$ cat config.mk
export PLATFORM = sky130hd
export DESIGN_NAME = variable_length_delta_decoder_top
export DESIGN_NICKNAME = d
export VERILOG_FILES = /design/src/sv/vldd_pkg.sv /design/src/sv/variable_length_delta_decoder_top.sv
export SDC_FILE = /design/constraint.sdc
export NUM_CORES = 1
export LEC_CHECK = 0
export BUFFER_PORTS_ARGS = -buffer_cell sky130_fd_sc_hd__buf_4
export CAP_MARGIN = 10
export CORE_MARGIN = 4
export CORE_UTILIZATION = 56
export DETAILED_ROUTE_END_ITERATION = 10
export PLACE_DENSITY = 0.73
export SLEW_MARGIN = 10
export SYNTH_ARGS = -nofsm -noshare
export SYNTH_HDL_FRONTEND = slang
export SYNTH_SLANG_ARGS = --single-unit
$ cat constraint.sdc
create_clock -name clk_i -period 28.3 [get_ports clk_i]
set_clock_uncertainty 0.2 [all_clocks]
set_input_delay 4.245 -clock clk_i [delete_from_list [all_inputs] [get_ports clk_i]]
set_output_delay 4.245 -clock clk_i [all_outputs]
set_load 0.02 [all_outputs]
$ cat src/sv/vldd_pkg.sv
// shared types and constants for the variable length delta decoder
`timescale 1ns / 1ps
`default_nettype none

package vldd_pkg;

  localparam int unsigned DefContexts = 4;
  localparam int unsigned NumChan     = 6;
  localparam int unsigned WordBits    = 32;
  localparam int unsigned LenBits     = 4;
  localparam int unsigned ValBits     = 16;
  localparam int unsigned CtxReqW     = 2;

  localparam logic FuncStart = 1'b0;
  localparam logic FuncWord  = 1'b1;

  typedef struct packed {
    logic                func;
    logic [CtxReqW-1:0]  context_req;
    logic [WordBits-1:0] stream_word;
  } vldd_in_t;

  typedef struct packed {
    logic [CtxReqW-1:0]        out_context;
    logic signed [ValBits-1:0] chan0;
    logic signed [ValBits-1:0] chan1;
    logic signed [ValBits-1:0] chan2;
    logic signed [ValBits-1:0] chan3;
    logic signed [ValBits-1:0] chan4;
    logic signed [ValBits-1:0] chan5;
  } vldd_out_t;

  typedef enum logic [2:0] {
    VlddIdle,
    VlddLoad,
    VlddHeld,
    VlddWord,
    VlddStore,
    VlddEmit
  } vldd_state_e;

endpackage

`default_nettype wire

$ cat src/sv/variable_length_delta_decoder_top.sv
// variable length delta decoder: bit serial field parser with per context state
// a word item passes through load, the held bits of its context, its own word bits
// and store, where held (0 to 31) is the count of bits left over in that context
// from earlier words; an item that completes a frame then waits in emit until the
// output is free; the parser takes one bit per cycle; items are taken only in idle
// reset clears every context, the state machine and the output valid flag at once
`timescale 1ns / 1ps
`default_nettype none

module variable_length_delta_decoder_top #(
  parameter int unsigned CONTEXTS = vldd_pkg::DefContexts
) (
  input  wire logic               clk_i,
  input  wire logic               rst_ni,
  input  wire logic               in_valid_i,
  output logic                    in_stall_o,
  input  wire vldd_pkg::vldd_in_t in_data_i,
  output logic                    out_valid_o,
  input  wire logic               out_stall_i,
  output vldd_pkg::vldd_out_t     out_data_o
);
  import vldd_pkg::*;

  localparam int unsigned CtxW = (CONTEXTS > 1) ? $clog2(CONTEXTS) : 1;
  localparam logic [2:0] LastChan = 3'(NumChan - 1);

  // per context state
  logic [WordBits-1:0] buf_mem_q   [CONTEXTS];
  logic [4:0]          left_mem_q  [CONTEXTS];
  logic [ValBits-1:0]  acc_mem_q   [CONTEXTS][NumChan];
  logic [2:0]          chan_mem_q  [CONTEXTS];
  logic                phase_mem_q [CONTEXTS];
  logic [LenBits-1:0]  plen_mem_q  [CONTEXTS];

  vldd_state_e state_q, state_d;
  logic        emitted_q, emitted_d;
  logic        out_valid_q;
  vldd_out_t   out_data_q;

  // working copy of one context
  logic [WordBits-1:0] hold_q;
  logic [4:0]          hcnt_q;
  logic [WordBits-1:0] word_q;
  logic [4:0]          wcnt_q;
  logic [CtxReqW-1:0]  ctx_q;
  logic [WordBits-1:0] tail_q, tail_d;
  logic [5:0]          cnt_q, cnt_d;
  logic                phase_q, phase_d;
  logic [LenBits-1:0]  plen_q, plen_d;
  logic [2:0]          chan_q, chan_d;
  logic [ValBits-1:0]  acc_w_q [NumChan];
  logic [ValBits-1:0]  acc_d   [NumChan];
  logic [ValBits-1:0]  frame_q [NumChan];
  logic [ValBits-1:0]  frame_d [NumChan];

  logic               in_accept;
  logic [4:0]         in_ctx_ext;
  logic [4:0]         ctx_ext;
  logic               in_ctx_ok;
  logic [CtxW-1:0]    in_idx;
  logic [CtxW-1:0]    ctx_idx;
  logic               out_free;
  logic               load_out;
  logic               bit_s;
  logic [4:0]         hidx;
  logic [5:0]         cnt_inc;
  logic [4:0]         vlen;
  logic [ValBits-1:0] low_mask;
  logic [4:0]         sidx;
  logic               sign_s;
  logic [ValBits-1:0] sval;
  logic               blocked;

  assign in_accept  = in_valid_i && !in_stall_o;
  assign in_ctx_ext = 5'(in_data_i.context_req);
  assign ctx_ext    = 5'(ctx_q);
  assign in_ctx_ok  = in_ctx_ext < 5'(CONTEXTS);
  assign in_idx     = in_ctx_ext[CtxW-1:0];
  assign ctx_idx    = ctx_ext[CtxW-1:0];
  assign out_free   = !out_valid_q || !out_stall_i;

  // next state
  always_comb begin
    state_d = state_q;
    case (state_q)
      VlddIdle: begin
        if (in_accept && in_ctx_ok && in_data_i.func == FuncWord) begin
          state_d = VlddLoad;
        end
      end
      VlddLoad: begin
        state_d = (left_mem_q[ctx_idx] != 5'd0) ? VlddHeld : VlddWord;
      end
      VlddHeld: begin
        if (hcnt_q == 5'd1) begin
          state_d = VlddWord;
        end
      end
      VlddWord: begin
        if (wcnt_q == 5'd0) begin
          state_d = VlddStore;
        end
      end
      VlddStore: begin
        state_d = emitted_q ? VlddEmit : VlddIdle;
      end
      VlddEmit: begin
        if (out_free) begin
          state_d = VlddIdle;
        end
      end
      default: state_d = VlddIdle;
    endcase
  end

  // outputs of the state machine
  always_comb begin
    in_stall_o = 1'b1;
    load_out   = 1'b0;
    case (state_q)
      VlddIdle: in_stall_o = 1'b0;
      VlddEmit: load_out   = out_free;
      default:  in_stall_o = 1'b1;
    endcase
  end

  // one stream bit through the field parser
  assign hidx  = hcnt_q - 5'd1;
  assign bit_s = (state_q == VlddHeld) ? hold_q[hidx] : word_q[WordBits-1];

  always_comb begin
    tail_d    = {tail_q[WordBits-2:0], bit_s};
    cnt_inc   = cnt_q + 6'd1;
    cnt_d     = cnt_inc;
    phase_d   = phase_q;
    plen_d    = plen_q;
    chan_d    = chan_q;
    emitted_d = emitted_q;
    acc_d     = acc_w_q;
    frame_d   = frame_q;
    vlen      = (plen_q == '0) ? 5'(ValBits) : 5'(plen_q);
    low_mask  = {ValBits{1'b1}} >> (5'(ValBits) - vlen);
    sidx      = vlen - 5'd1;
    sign_s    = tail_d[sidx];
    sval      = (tail_d[ValBits-1:0] & low_mask) | (sign_s ? ~low_mask : '0);
    blocked   = emitted_q && (chan_q == LastChan);
    if (!phase_q) begin
      if (cnt_inc == 6'(LenBits)) begin
        plen_d  = tail_d[LenBits-1:0];
        phase_d = 1'b1;
        cnt_d   = '0;
      end
    end else if (cnt_inc == 6'(vlen) && !blocked) begin
      acc_d[chan_q] = acc_w_q[chan_q] + sval;
      phase_d       = 1'b0;
      cnt_d         = '0;
      if (chan_q == LastChan) begin
        chan_d    = '0;
        emitted_d = 1'b1;
        frame_d   = acc_d;
      end else begin
        chan_d = chan_q + 3'd1;
      end
    end
  end

  // control and context store
  always_ff @(posedge clk_i or negedge rst_ni) begin
    if (!rst_ni) begin
      state_q     <= VlddIdle;
      emitted_q   <= 1'b0;
      out_valid_q <= 1'b0;
      for (int c = 0; c < CONTEXTS; c++) begin
        buf_mem_q[c]   <= '0;
        left_mem_q[c]  <= '0;
        chan_mem_q[c]  <= '0;
        phase_mem_q[c] <= 1'b0;
        plen_mem_q[c]  <= '0;
        for (int k = 0; k < NumChan; k++) begin
          acc_mem_q[c][k] <= '0;
        end
      end
    end else begin
      state_q <= state_d;
      if (load_out) begin
        out_valid_q <= 1'b1;
      end else if (!out_stall_i) begin
        out_valid_q <= 1'b0;
      end
      case (state_q)
        VlddIdle: begin
          if (in_accept && in_ctx_ok && in_data_i.func == FuncStart) begin
            buf_mem_q[in_idx]   <= '0;
            left_mem_q[in_idx]  <= '0;
            chan_mem_q[in_idx]  <= '0;
            phase_mem_q[in_idx] <= 1'b0;
            plen_mem_q[in_idx]  <= '0;
            for (int k = 0; k < NumChan; k++) begin
              acc_mem_q[in_idx][k] <= '0;
            end
          end
        end
        VlddLoad: emitted_q <= 1'b0;
        VlddHeld, VlddWord: emitted_q <= emitted_d;
        VlddStore: begin
          buf_mem_q[ctx_idx]   <= tail_q;
          left_mem_q[ctx_idx]  <= (cnt_q > 6'd31) ? 5'd31 : cnt_q[4:0];
          chan_mem_q[ctx_idx]  <= chan_q;
          phase_mem_q[ctx_idx] <= phase_q;
          plen_mem_q[ctx_idx]  <= plen_q;
          for (int k = 0; k < NumChan; k++) begin
            acc_mem_q[ctx_idx][k] <= acc_w_q[k];
          end
        end
        default: begin
        end
      endcase
    end
  end

  // working registers
  always_ff @(posedge clk_i) begin
    case (state_q)
      VlddIdle: begin
        if (in_accept) begin
          word_q <= in_data_i.stream_word;
          ctx_q  <= in_data_i.context_req;
        end
      end
      VlddLoad: begin
        hold_q  <= buf_mem_q[ctx_idx];
        hcnt_q  <= left_mem_q[ctx_idx];
        chan_q  <= chan_mem_q[ctx_idx];
        phase_q <= phase_mem_q[ctx_idx];
        plen_q  <= plen_mem_q[ctx_idx];
        cnt_q   <= '0;
        wcnt_q  <= 5'(WordBits - 1);
        for (int k = 0; k < NumChan; k++) begin
          acc_w_q[k] <= acc_mem_q[ctx_idx][k];
        end
      end
      VlddHeld, VlddWord: begin
        tail_q  <= tail_d;
        cnt_q   <= cnt_d;
        phase_q <= phase_d;
        plen_q  <= plen_d;
        chan_q  <= chan_d;
        acc_w_q <= acc_d;
        frame_q <= frame_d;
        if (state_q == VlddHeld) begin
          hcnt_q <= hcnt_q - 5'd1;
        end else begin
          word_q <= {word_q[WordBits-2:0], 1'b0};
          wcnt_q <= wcnt_q - 5'd1;
        end
      end
      default: begin
      end
    endcase
    if (load_out) begin
      out_data_q.out_context <= ctx_q;
      out_data_q.chan0       <= $signed(frame_q[0]);
      out_data_q.chan1       <= $signed(frame_q[1]);
      out_data_q.chan2       <= $signed(frame_q[2]);
      out_data_q.chan3       <= $signed(frame_q[3]);
      out_data_q.chan4       <= $signed(frame_q[4]);
      out_data_q.chan5       <= $signed(frame_q[5]);
    end
  end

  assign out_valid_o = out_valid_q;
  assign out_data_o  = out_data_q;

`ifndef SYNTH
  a_len_phase_short: assert property (@(posedge clk_i) disable iff (!rst_ni)
    ((state_q == VlddHeld || state_q == VlddWord) && !phase_q) |-> (cnt_q < 6'(LenBits)))
    else $error("length code overran its four bits");

  a_chan_range: assert property (@(posedge clk_i) disable iff (!rst_ni)
    (state_q == VlddHeld || state_q == VlddWord || state_q == VlddStore)
      |-> (chan_q < 3'(NumChan)))
    else $error("channel index out of range");

  a_emit_has_frame: assert property (@(posedge clk_i) disable iff (!rst_ni)
    (state_q == VlddEmit) |-> emitted_q)
    else $error("result stage entered without a completed frame");

  a_out_from_emit: assert property (@(posedge clk_i) disable iff (!rst_ni)
    $rose(out_valid_q) |-> $past(state_q == VlddEmit))
    else $error("result raised outside the result stage");

  a_word_count: assert property (@(posedge clk_i) disable iff (!rst_ni)
    (state_q == VlddLoad) |=> (state_q == VlddHeld || state_q == VlddWord))
    else $error("load not followed by bit shifting");
`endif

endmodule

`default_nettype wire
==> qor.txt, run 1 <==
========================================================================================
Most used DFF post-synth .................................................. sky130_fd_sc_hd__dfrtp_1
Pwr per Cell Area ......................................................... 139.9 nW/µm²
Most common library cell in the layout ignoring fill and taps ............. sky130_fd_sc_hd__dfrtp_1
Max-slew violation count ..................................................            0
RePlAce Congestion ........................................................       0.8211
Slowest stage cell on the critical path ................................... sky130_fd_sc_hd__buf_4
Launch instance of the worst register-to-register path ....................    hcnt_q[0]
Data required time of the critical path ...................................     28780 ps
Number of antenna violations at the first check in global routing .........            1
Layout cell share with drive strength beyond 1 ............................       18.15%
Critical path origin ......................................................       rst_ni
Crit path top cell by count ............................................... sky130_fd_sc_hd__buf_4
Number of H-tree branching levels .........................................            3
Number of search-and-repair iterations in the first detailed-routing pass .            6
DR vias ...................................................................        26890
TritonCTS sink count ......................................................          981
Worst setup path category .................................................  in -> async
Static power due to leakage ...............................................     19.86 nW
Worst slew margin relative to its limit ...................................       9.007%
Tmin final ................................................................      7169 ps
Clock-pin transition on the worst setup and hold timing paths .............        60 ps
Core outline area .........................................................    71980 µm²
Combinational group share of total power ..................................        41.2%
Nets@finish ...............................................................         3022
Total non-filler cell area in the finished layout .........................    46000 µm²
Share of the clock period used by the worst path after layout .............       25.33%
Inst Count DP .............................................................         3811
Synth warn ................................................................            0
P_sw ......................................................................     2.611 mW
Data arrival time of the worst path .......................................      7650 ps
Final-layout setup total negative slack ...................................         0 ps
Overflow left after global routing ........................................            0
Clock tree buffer depth ...................................................            3
Worst Slack Setup Final ...................................................     21130 ps
Pin count of the biggest net entering global routing ......................          132
Share of the yosys chip area belonging to registers .......................       64.97%
Unrepaired setup endpoints after global routing ...........................        false
Number of enable-type register cells in the synthesized netlist ...........          412
Overall fraction of global-route tracks in use ............................       27.96%
Max-Cap Viols .............................................................            0
Number of DRC markers after the initial detailed-route iteration ..........         2882
Later-pin clock latency in the skew report ................................       660 ps
Resize count post-CTS .....................................................            0
Via count of the first global-routing pass ................................        28040
Slew at the pin with the worst max-slew slack .............................      1362 ps
Site Rows .................................................................           98
CP max FO .................................................................          121
Worst-path cell chain ..................................................... buf_8 -> buf_4 -> buf_4 -> buf_4
Cell at the root of the clock tree ........................................ sky130_fd_sc_hd__clkbuf_16
Distinct cell type count of the synthesized netlist .......................           56
DR DRC count ..............................................................            0
Hold Path Origin ..........................................................  frame_q[18]
Cells after synthesis .....................................................         2893
Hold buffer count at CTS ..................................................            0
Worst IR drop on VDD ......................................................     155.1 µV
Initial Util ..............................................................       56.91%
Startpoint kind of the worst setup timing path ............................ primary input
Post-route insts no fill ..................................................         3991
Average wire per cell in the routed design ................................     27.19 µm
Die span in y .............................................................     278.5 µm
Vias per cell .............................................................        6.737
Wire length of the first global-routing pass ..............................    169300 µm
Result of the run .........................................................    completed
Share of power burned in the clock network ................................        19.6%
Post-CTS Repair Setup Buffers .............................................            0
Port Buffers ..............................................................          138
Final Hold Violating Endpoints ............................................            0
Horiz. Die Dim ............................................................     278.5 µm
Number of nets produced by synthesis ......................................         2957
Maximum clock frequency ...................................................   0.1395 GHz
Mean instance size in the synthesized netlist .............................    14.16 µm²
Area of the mapped netlist ................................................    40960 µm²
Part of the power in registers ............................................        39.2%
Filler cell count .........................................................         5021
Flop and latch count out of synthesis .....................................          981
Sw frac ...................................................................       40.57%
Clock tree from TritonCTS .................................................        built
Antenna fix cells .........................................................            0
Area enclosed by the die boundary .........................................    77530 µm²
Worst path max stage delay ................................................       970 ps
Final WL ..................................................................    108500 µm
Commonest cells after routing, fill and taps aside ........................ sky130_fd_sc_hd__dfrtp_1, sky130_fd_sc_hd__a22o_1, sky130_fd_sc_hd__nand2_1
Setup slack at placement ..................................................     20360 ps
Synth-to-Final Area Change ................................................       12.30%
Kind of end point of the critical path .................................... asynchronous set/reset pin
Estimated wirelength of the detail-placed design ..........................     59400 µm
Post-route antenna net violation count ....................................            0
Count of boundary I/O pins ................................................          139
Area after detailed placement .............................................    42900 µm²
Internal power consumption ................................................     3.824 mW
Post-synthesis async set-or-reset flop share ..............................       58.00%
Num CTS Buffers ...........................................................           95
Worst hold path class .....................................................   reg -> reg
Final count of negative-setup-slack endpoints .............................            0
========================================================================================
-- area by class of cell --
cell class | instances | area [µm²] | area share, %
timing repair buffer | 190 | 1484 | 3.226
clock buffer | 141 | 2693 | 5.853
clock inverter | 39 | 401.6 | 0.8731
sequential | 981 | 26610 | 57.85
multi-input combinational | 1651 | 13470 | 29.29
tap | 950 | 1189 | 2.584
inverter | 39 | 151.4 | 0.3291
-- sequential cells by signal, summed over array words and instances (netlist names), 4 cells and up --
signal,flops
out_data_o,98
phase_mem_q,4
wcnt_q,5
buf_mem_q,128
hold_q,32
plen_mem_q,16
acc_w_q,96
chan_mem_q,12
left_mem_q,20
frame_q,96
plen_q,4
tail_q,32
hcnt_q,5
word_q,32
cnt_q,6
acc_mem_q,384
-- path summary, 6_finish.rpt --
| path | to | slack (ps) | depth (start not counted) |
|---|---|---|---|
| max reg2reg | acc_w_q[58] | 21240 | 19 |
| min reg2reg | out_data_o[18] | 210 | 0 |
| max in group clk_i | acc_w_q[58] | 21240 | 19 |
| min in group asynchronous | acc_mem_q[381] | 3440 | 1 |
| min | out_data_o[18] | 210 | 0 |
| max | acc_mem_q[168] | 21130 | 4 |
-- power groups by stage --
stage / Combinational (mW) / Clock [mW] / Sequential, mW
floorplan: 1.61 / 0 / 2.40
global placement: 2.49 / 0 / 2.48
detailed placement: 2.57 / 0 / 2.52
CTS: 2.59 / 1.27 / 2.51
global route: 2.82 / 1.34 / 2.58
finish: 2.65 / 1.26 / 2.52
-- logic make-up after synthesis --
family,count (synthesis),synth area share [%]
flip-flops,981,64.97
AO/OA/AOI/OAI,759,14.53
XOR/XNOR,30,0.6965
buffers and inverters,261,2.428
AND/OR/NAND/NOR,616,5.960
multiplexers,221,10.64
adder cells (fa/ha/maj),25,0.7820
-- per-layer routing --
metal / share of wire, % / vias up / routed length [µm] / GRT usage, %
met5: 0 / - / 0 / 0
met4: 3.2 / 0 / 3457 / 9.891
met3: 10 / 240 / 10960 / 5.771
met2: 48 / 1668 / 51990 / 44.77
met1: 39 / 13860 / 42110 / 38.76
li1: - / 11120 / - / -
-- worst max-delay path, delay by kind of cell --
family / cells / cell delay, ps
buffers and inverters: 4 / 3110
-- through the flow --
stage	hold WS (ps)	util [%]	total power [mW]
2_1_floorplan	200.3	-	4.015
3_3_place_gp	201.0	59.60	4.975
3_5_place_dp	204.5	59.60	5.091
4_1_cts	217.9	63.90	6.371
5_1_grt	221.7	63.91	6.730
6_report	212.5	63.91	6.435
-- cell usage after synthesis (all sizes together) (2+ instances only) --
library cell | count | share of area [%]
a211oi | 3 | 0.055
a21o | 7 | 0.13
a21oi | 30 | 0.37
a22o | 524 | 11
a31o | 3 | 0.064
a31oi | 18 | 0.27
and2 | 2 | 0.031
and3 | 7 | 0.11
buf | 49 | 0.48
clkbuf | 173 | 1.6
dfrtp | 569 | 35
edfxtp | 412 | 30
ha | 24 | 0.73
inv | 38 | 0.35
mux2 | 29 | 0.82
mux2i | 24 | 0.59
mux4 | 168 | 9.2
nand2 | 503 | 4.6
nand2b | 2 | 0.031
nand3 | 12 | 0.15
nand3b | 2 | 0.037
nand4 | 2 | 0.031
nor2 | 57 | 0.53
nor3 | 13 | 0.16
nor3b | 2 | 0.037
o21a | 5 | 0.092
o21ai | 127 | 1.6
o21bai | 5 | 0.092
o22ai | 17 | 0.26
o311ai | 5 | 0.15
o31ai | 10 | 0.18
or2 | 3 | 0.046
or3 | 7 | 0.11
xnor2 | 16 | 0.34
xor2 | 13 | 0.30
No activity file was read; power rests on OpenSTA's default activity.
==> run 2, diff against run 1 <==
==> constraint.sdc (replaced) <==
create_clock -name clk_i -period 7.5 [get_ports clk_i]
set_clock_uncertainty 0.2 [all_clocks]
set_input_delay 1.125 -clock clk_i [delete_from_list [all_inputs] [get_ports clk_i]]
set_output_delay 1.125 -clock clk_i [all_outputs]
set_load 0.02 [all_outputs]
==> run 2 against run 1 <==
  * Sequential power rose to 3.8 times the previous value
  * Cell count is essentially flat
  * Sequential cell count unchanged
  * Power increased to 3.8 times the previous value
  * Hold slack improved by 5.1 ps
  * Worst setup slack worse by 20000 ps
  * Via count grew 0.50%
  * Critical path depth rose by 16
  * Combinational power grew to 3.7 times the previous value
  * Critical endpoint is now acc_w_q[43]
  * Largest power group unchanged
  * Highest routed layer unchanged
==> qor.txt, run 2 (same netlist as run 1, synthesis figures left out) <==
========================================================================================
Result of the run .........................................................    completed
Via count of the first global-routing pass ................................        28340   +1.1%
Wire length of the first global-routing pass ..............................    174500 µm   +3.1%
Data required time of the critical path ...................................      7710 ps   -21070 ps
Max-Cap Viols .............................................................            0   unchanged
Post-CTS Repair Setup Buffers .............................................            0   unchanged
Number of H-tree branching levels .........................................            3   unchanged
Most common library cell in the layout ignoring fill and taps ............. sky130_fd_sc_hd__dfrtp_1
Port Buffers ..............................................................          138   unchanged
Initial Util ..............................................................       56.91%   unchanged
Area enclosed by the die boundary .........................................    77530 µm²   unchanged
Filler cell count .........................................................         5003   -0.36%
Clock-pin transition on the worst setup and hold timing paths .............        60 ps   about the same
Estimated wirelength of the detail-placed design ..........................     62320 µm   +4.9%
Overall fraction of global-route tracks in use ............................       29.13%   +1.2 points
Total non-filler cell area in the finished layout .........................    46140 µm²   +0.31%
Count of boundary I/O pins ................................................          139   unchanged
Cell at the root of the clock tree ........................................ sky130_fd_sc_hd__clkbuf_16
Inst Count DP .............................................................         3807   -0.10%
Core outline area .........................................................    71980 µm²   unchanged
Unrepaired setup endpoints after global routing ...........................        false
Horiz. Die Dim ............................................................     278.5 µm   unchanged
Number of search-and-repair iterations in the first detailed-routing pass .            6   unchanged
Nets@finish ...............................................................         3021   -0.033%
Final count of negative-setup-slack endpoints .............................            0   unchanged
Num CTS Buffers ...........................................................           98   +3.2%
Synth-to-Final Area Change ................................................       12.65%
Post-route insts no fill ..................................................         3993   +0.050%
Site Rows .................................................................           98   unchanged
Worst slew margin relative to its limit ...................................       21.15%   +12 points
Tmin final ................................................................      6351 ps
Max FFs per register ......................................................          384   unchanged
RePlAce Congestion ........................................................       0.8645   +5.3%
Die span in y .............................................................     278.5 µm   unchanged
Pin count of the biggest net entering global routing ......................          177   +34%
Static power due to leakage ...............................................     19.93 nW   +0.34%
Worst setup path category .................................................   reg -> reg
Worst Hold Margin .........................................................     217.6 ps   +5.085 ps
Number of DRC markers after the initial detailed-route iteration ..........         3152   +9.4%
Clock tree from TritonCTS .................................................        built
Startpoint kind of the worst setup timing path ............................         flop
Register with the most flip-flops .........................................    acc_mem_q
Clock tree buffer depth ...................................................            3   unchanged
DR vias ...................................................................        27020   +0.50%
Post-route antenna net violation count ....................................            0   unchanged
Hold buffer count at CTS ..................................................            0   unchanged
Kind of end point of the critical path ....................................         flop
Maximum clock frequency ...................................................   0.1575 GHz
Layout cell share with drive strength beyond 1 ............................       18.41%   +0.26 points
Average wire per cell in the routed design ................................     28.30 µm   +4.1%
Worst Slack Setup Final ...................................................      1149 ps   -19980 ps
Commonest cells after routing, fill and taps aside ........................ sky130_fd_sc_hd__dfrtp_1, sky130_fd_sc_hd__a22o_1, sky130_fd_sc_hd__nand2_1
DR DRC count ..............................................................            0   unchanged
Worst IR drop on VDD ......................................................     875.6 µV   +460%
Met3 wire length ..........................................................     11700 µm   +6.7%
Max layer used ............................................................         met4
Worst hold path class .....................................................  in -> async
Vias per cell .............................................................        6.767   +0.45%
CP max FO .................................................................           12   -90%
Slew at the pin with the worst max-slew slack .............................      1179 ps   -183.2 ps
Max-slew violation count ..................................................            0   unchanged
Met2 wire length ..........................................................     53990 µm   +3.8%
Final-layout setup total negative slack ...................................         0 ps   unchanged
Final WL ..................................................................    113000 µm   +4.1%
Number of antenna violations at the first check in global routing .........            3   +2
Setup slack at placement ..................................................      1179 ps   -19180 ps
Pwr per Cell Area ......................................................... 523.8 nW/µm²   +270%
Wire length the detailed router placed on met1 ............................     42260 µm   +0.37%
Later-pin clock latency in the skew report ................................       670 ps   about the same
Overflow left after global routing ........................................            0   unchanged
Share of the clock period used by the worst path after layout .............       84.68%
TritonCTS sink count ......................................................          981   unchanged
Resize count post-CTS .....................................................            0   unchanged
Area after detailed placement .............................................    42970 µm²   +0.17%
Data arrival time of the worst path .......................................      6560 ps   -1090 ps
Final Hold Violating Endpoints ............................................            0   unchanged
========================================================================================
run 2: cell types whose count changed in the layout (fill, tap and decap cells not counted), moves of 2 or more:
cell                         delta
sky130_fd_sc_hd__bufinv_16      -2
sky130_fd_sc_hd__buf_12         +6
sky130_fd_sc_hd__clkbuf_1      -10
sky130_fd_sc_hd__clkbuf_16      +3
sky130_fd_sc_hd__clkinvlp_4     +3
sky130_fd_sc_hd__clkinv_1       +5
sky130_fd_sc_hd__buf_4         -10
sky130_fd_sc_hd__clkbuf_8       +4
run 2: worst max-delay path, stage by stage (launching register included):
cell	delay, ps
sky130_fd_sc_hd__edfxtp_1	710
sky130_fd_sc_hd__inv_1	100
sky130_fd_sc_hd__ha_1	510
sky130_fd_sc_hd__mux4_2	370
sky130_fd_sc_hd__mux2i_1	160
sky130_fd_sc_hd__mux2i_1	100
sky130_fd_sc_hd__mux2i_1	310
sky130_fd_sc_hd__a221o_1	350
sky130_fd_sc_hd__o21a_1	210
sky130_fd_sc_hd__nor2_1	90
sky130_fd_sc_hd__mux2_2	270
sky130_fd_sc_hd__ha_1	210
sky130_fd_sc_hd__a2111oi_0	300
sky130_fd_sc_hd__o21ai_0	190
sky130_fd_sc_hd__a311oi_1	450
sky130_fd_sc_hd__o21bai_1	140
sky130_fd_sc_hd__a21oi_1	190
sky130_fd_sc_hd__xor2_1	790
sky130_fd_sc_hd__o21ai_0	270
sky130_fd_sc_hd__nand2_1	130
sky130_fd_sc_hd__nand2_1	60
run 2: layout make-up:
type                    count  area [µm²]  area share [%]
flip-flops and latches    981       26610           57.67
multi-input cells        1651       13490           29.24
clock buffers             138        2785           6.036
repair buffers            186        1529           3.314
well taps                 950        1189           2.576
clock inverters            47       382.9          0.8297
inverters                  39       151.4          0.3281
diodes                      1       2.502        0.005423
run 2: metrics by stage:
| stage | util [%] | total power, mW |
|---|---|---|
| floorplan | - | 15.15 |
| global placement | 59.70 | 18.60 |
| detailed placement | 59.70 | 19.07 |
| CTS | 64.10 | 23.94 |
| global route | 64.10 | 25.25 |
| finish | 64.11 | 24.17 |
run 2: worst paths after layout:
kind                        startpoint             end  slack (ps)  cells after the start
max                          hcnt_q[0]     acc_w_q[43]        1150                     20
min                             rst_ni  acc_mem_q[279]         220                      1
max reg2reg                  hcnt_q[0]     acc_w_q[43]        1150                     20
min reg2reg                frame_q[84]  out_data_o[84]         220                      0
max in group asynchronous       rst_ni  acc_mem_q[293]        5240                      2
min in group clk_i         frame_q[84]  out_data_o[84]         220                      0
run 2: power by group:
group	switching (mW)	total, mW	internal [mW]
clock network	2.10	4.83	2.74
logic	6.15	9.77	3.61
registers	1.53	9.57	8.04
total	9.78	24.2	14.4
run 2: layer usage:
layer	up-vias	track usage [%]
met5	-	0
met2	1663	46.62
met4	0	12.10
li1	11140	-
met3	303	6.744
met1	13920	39.06
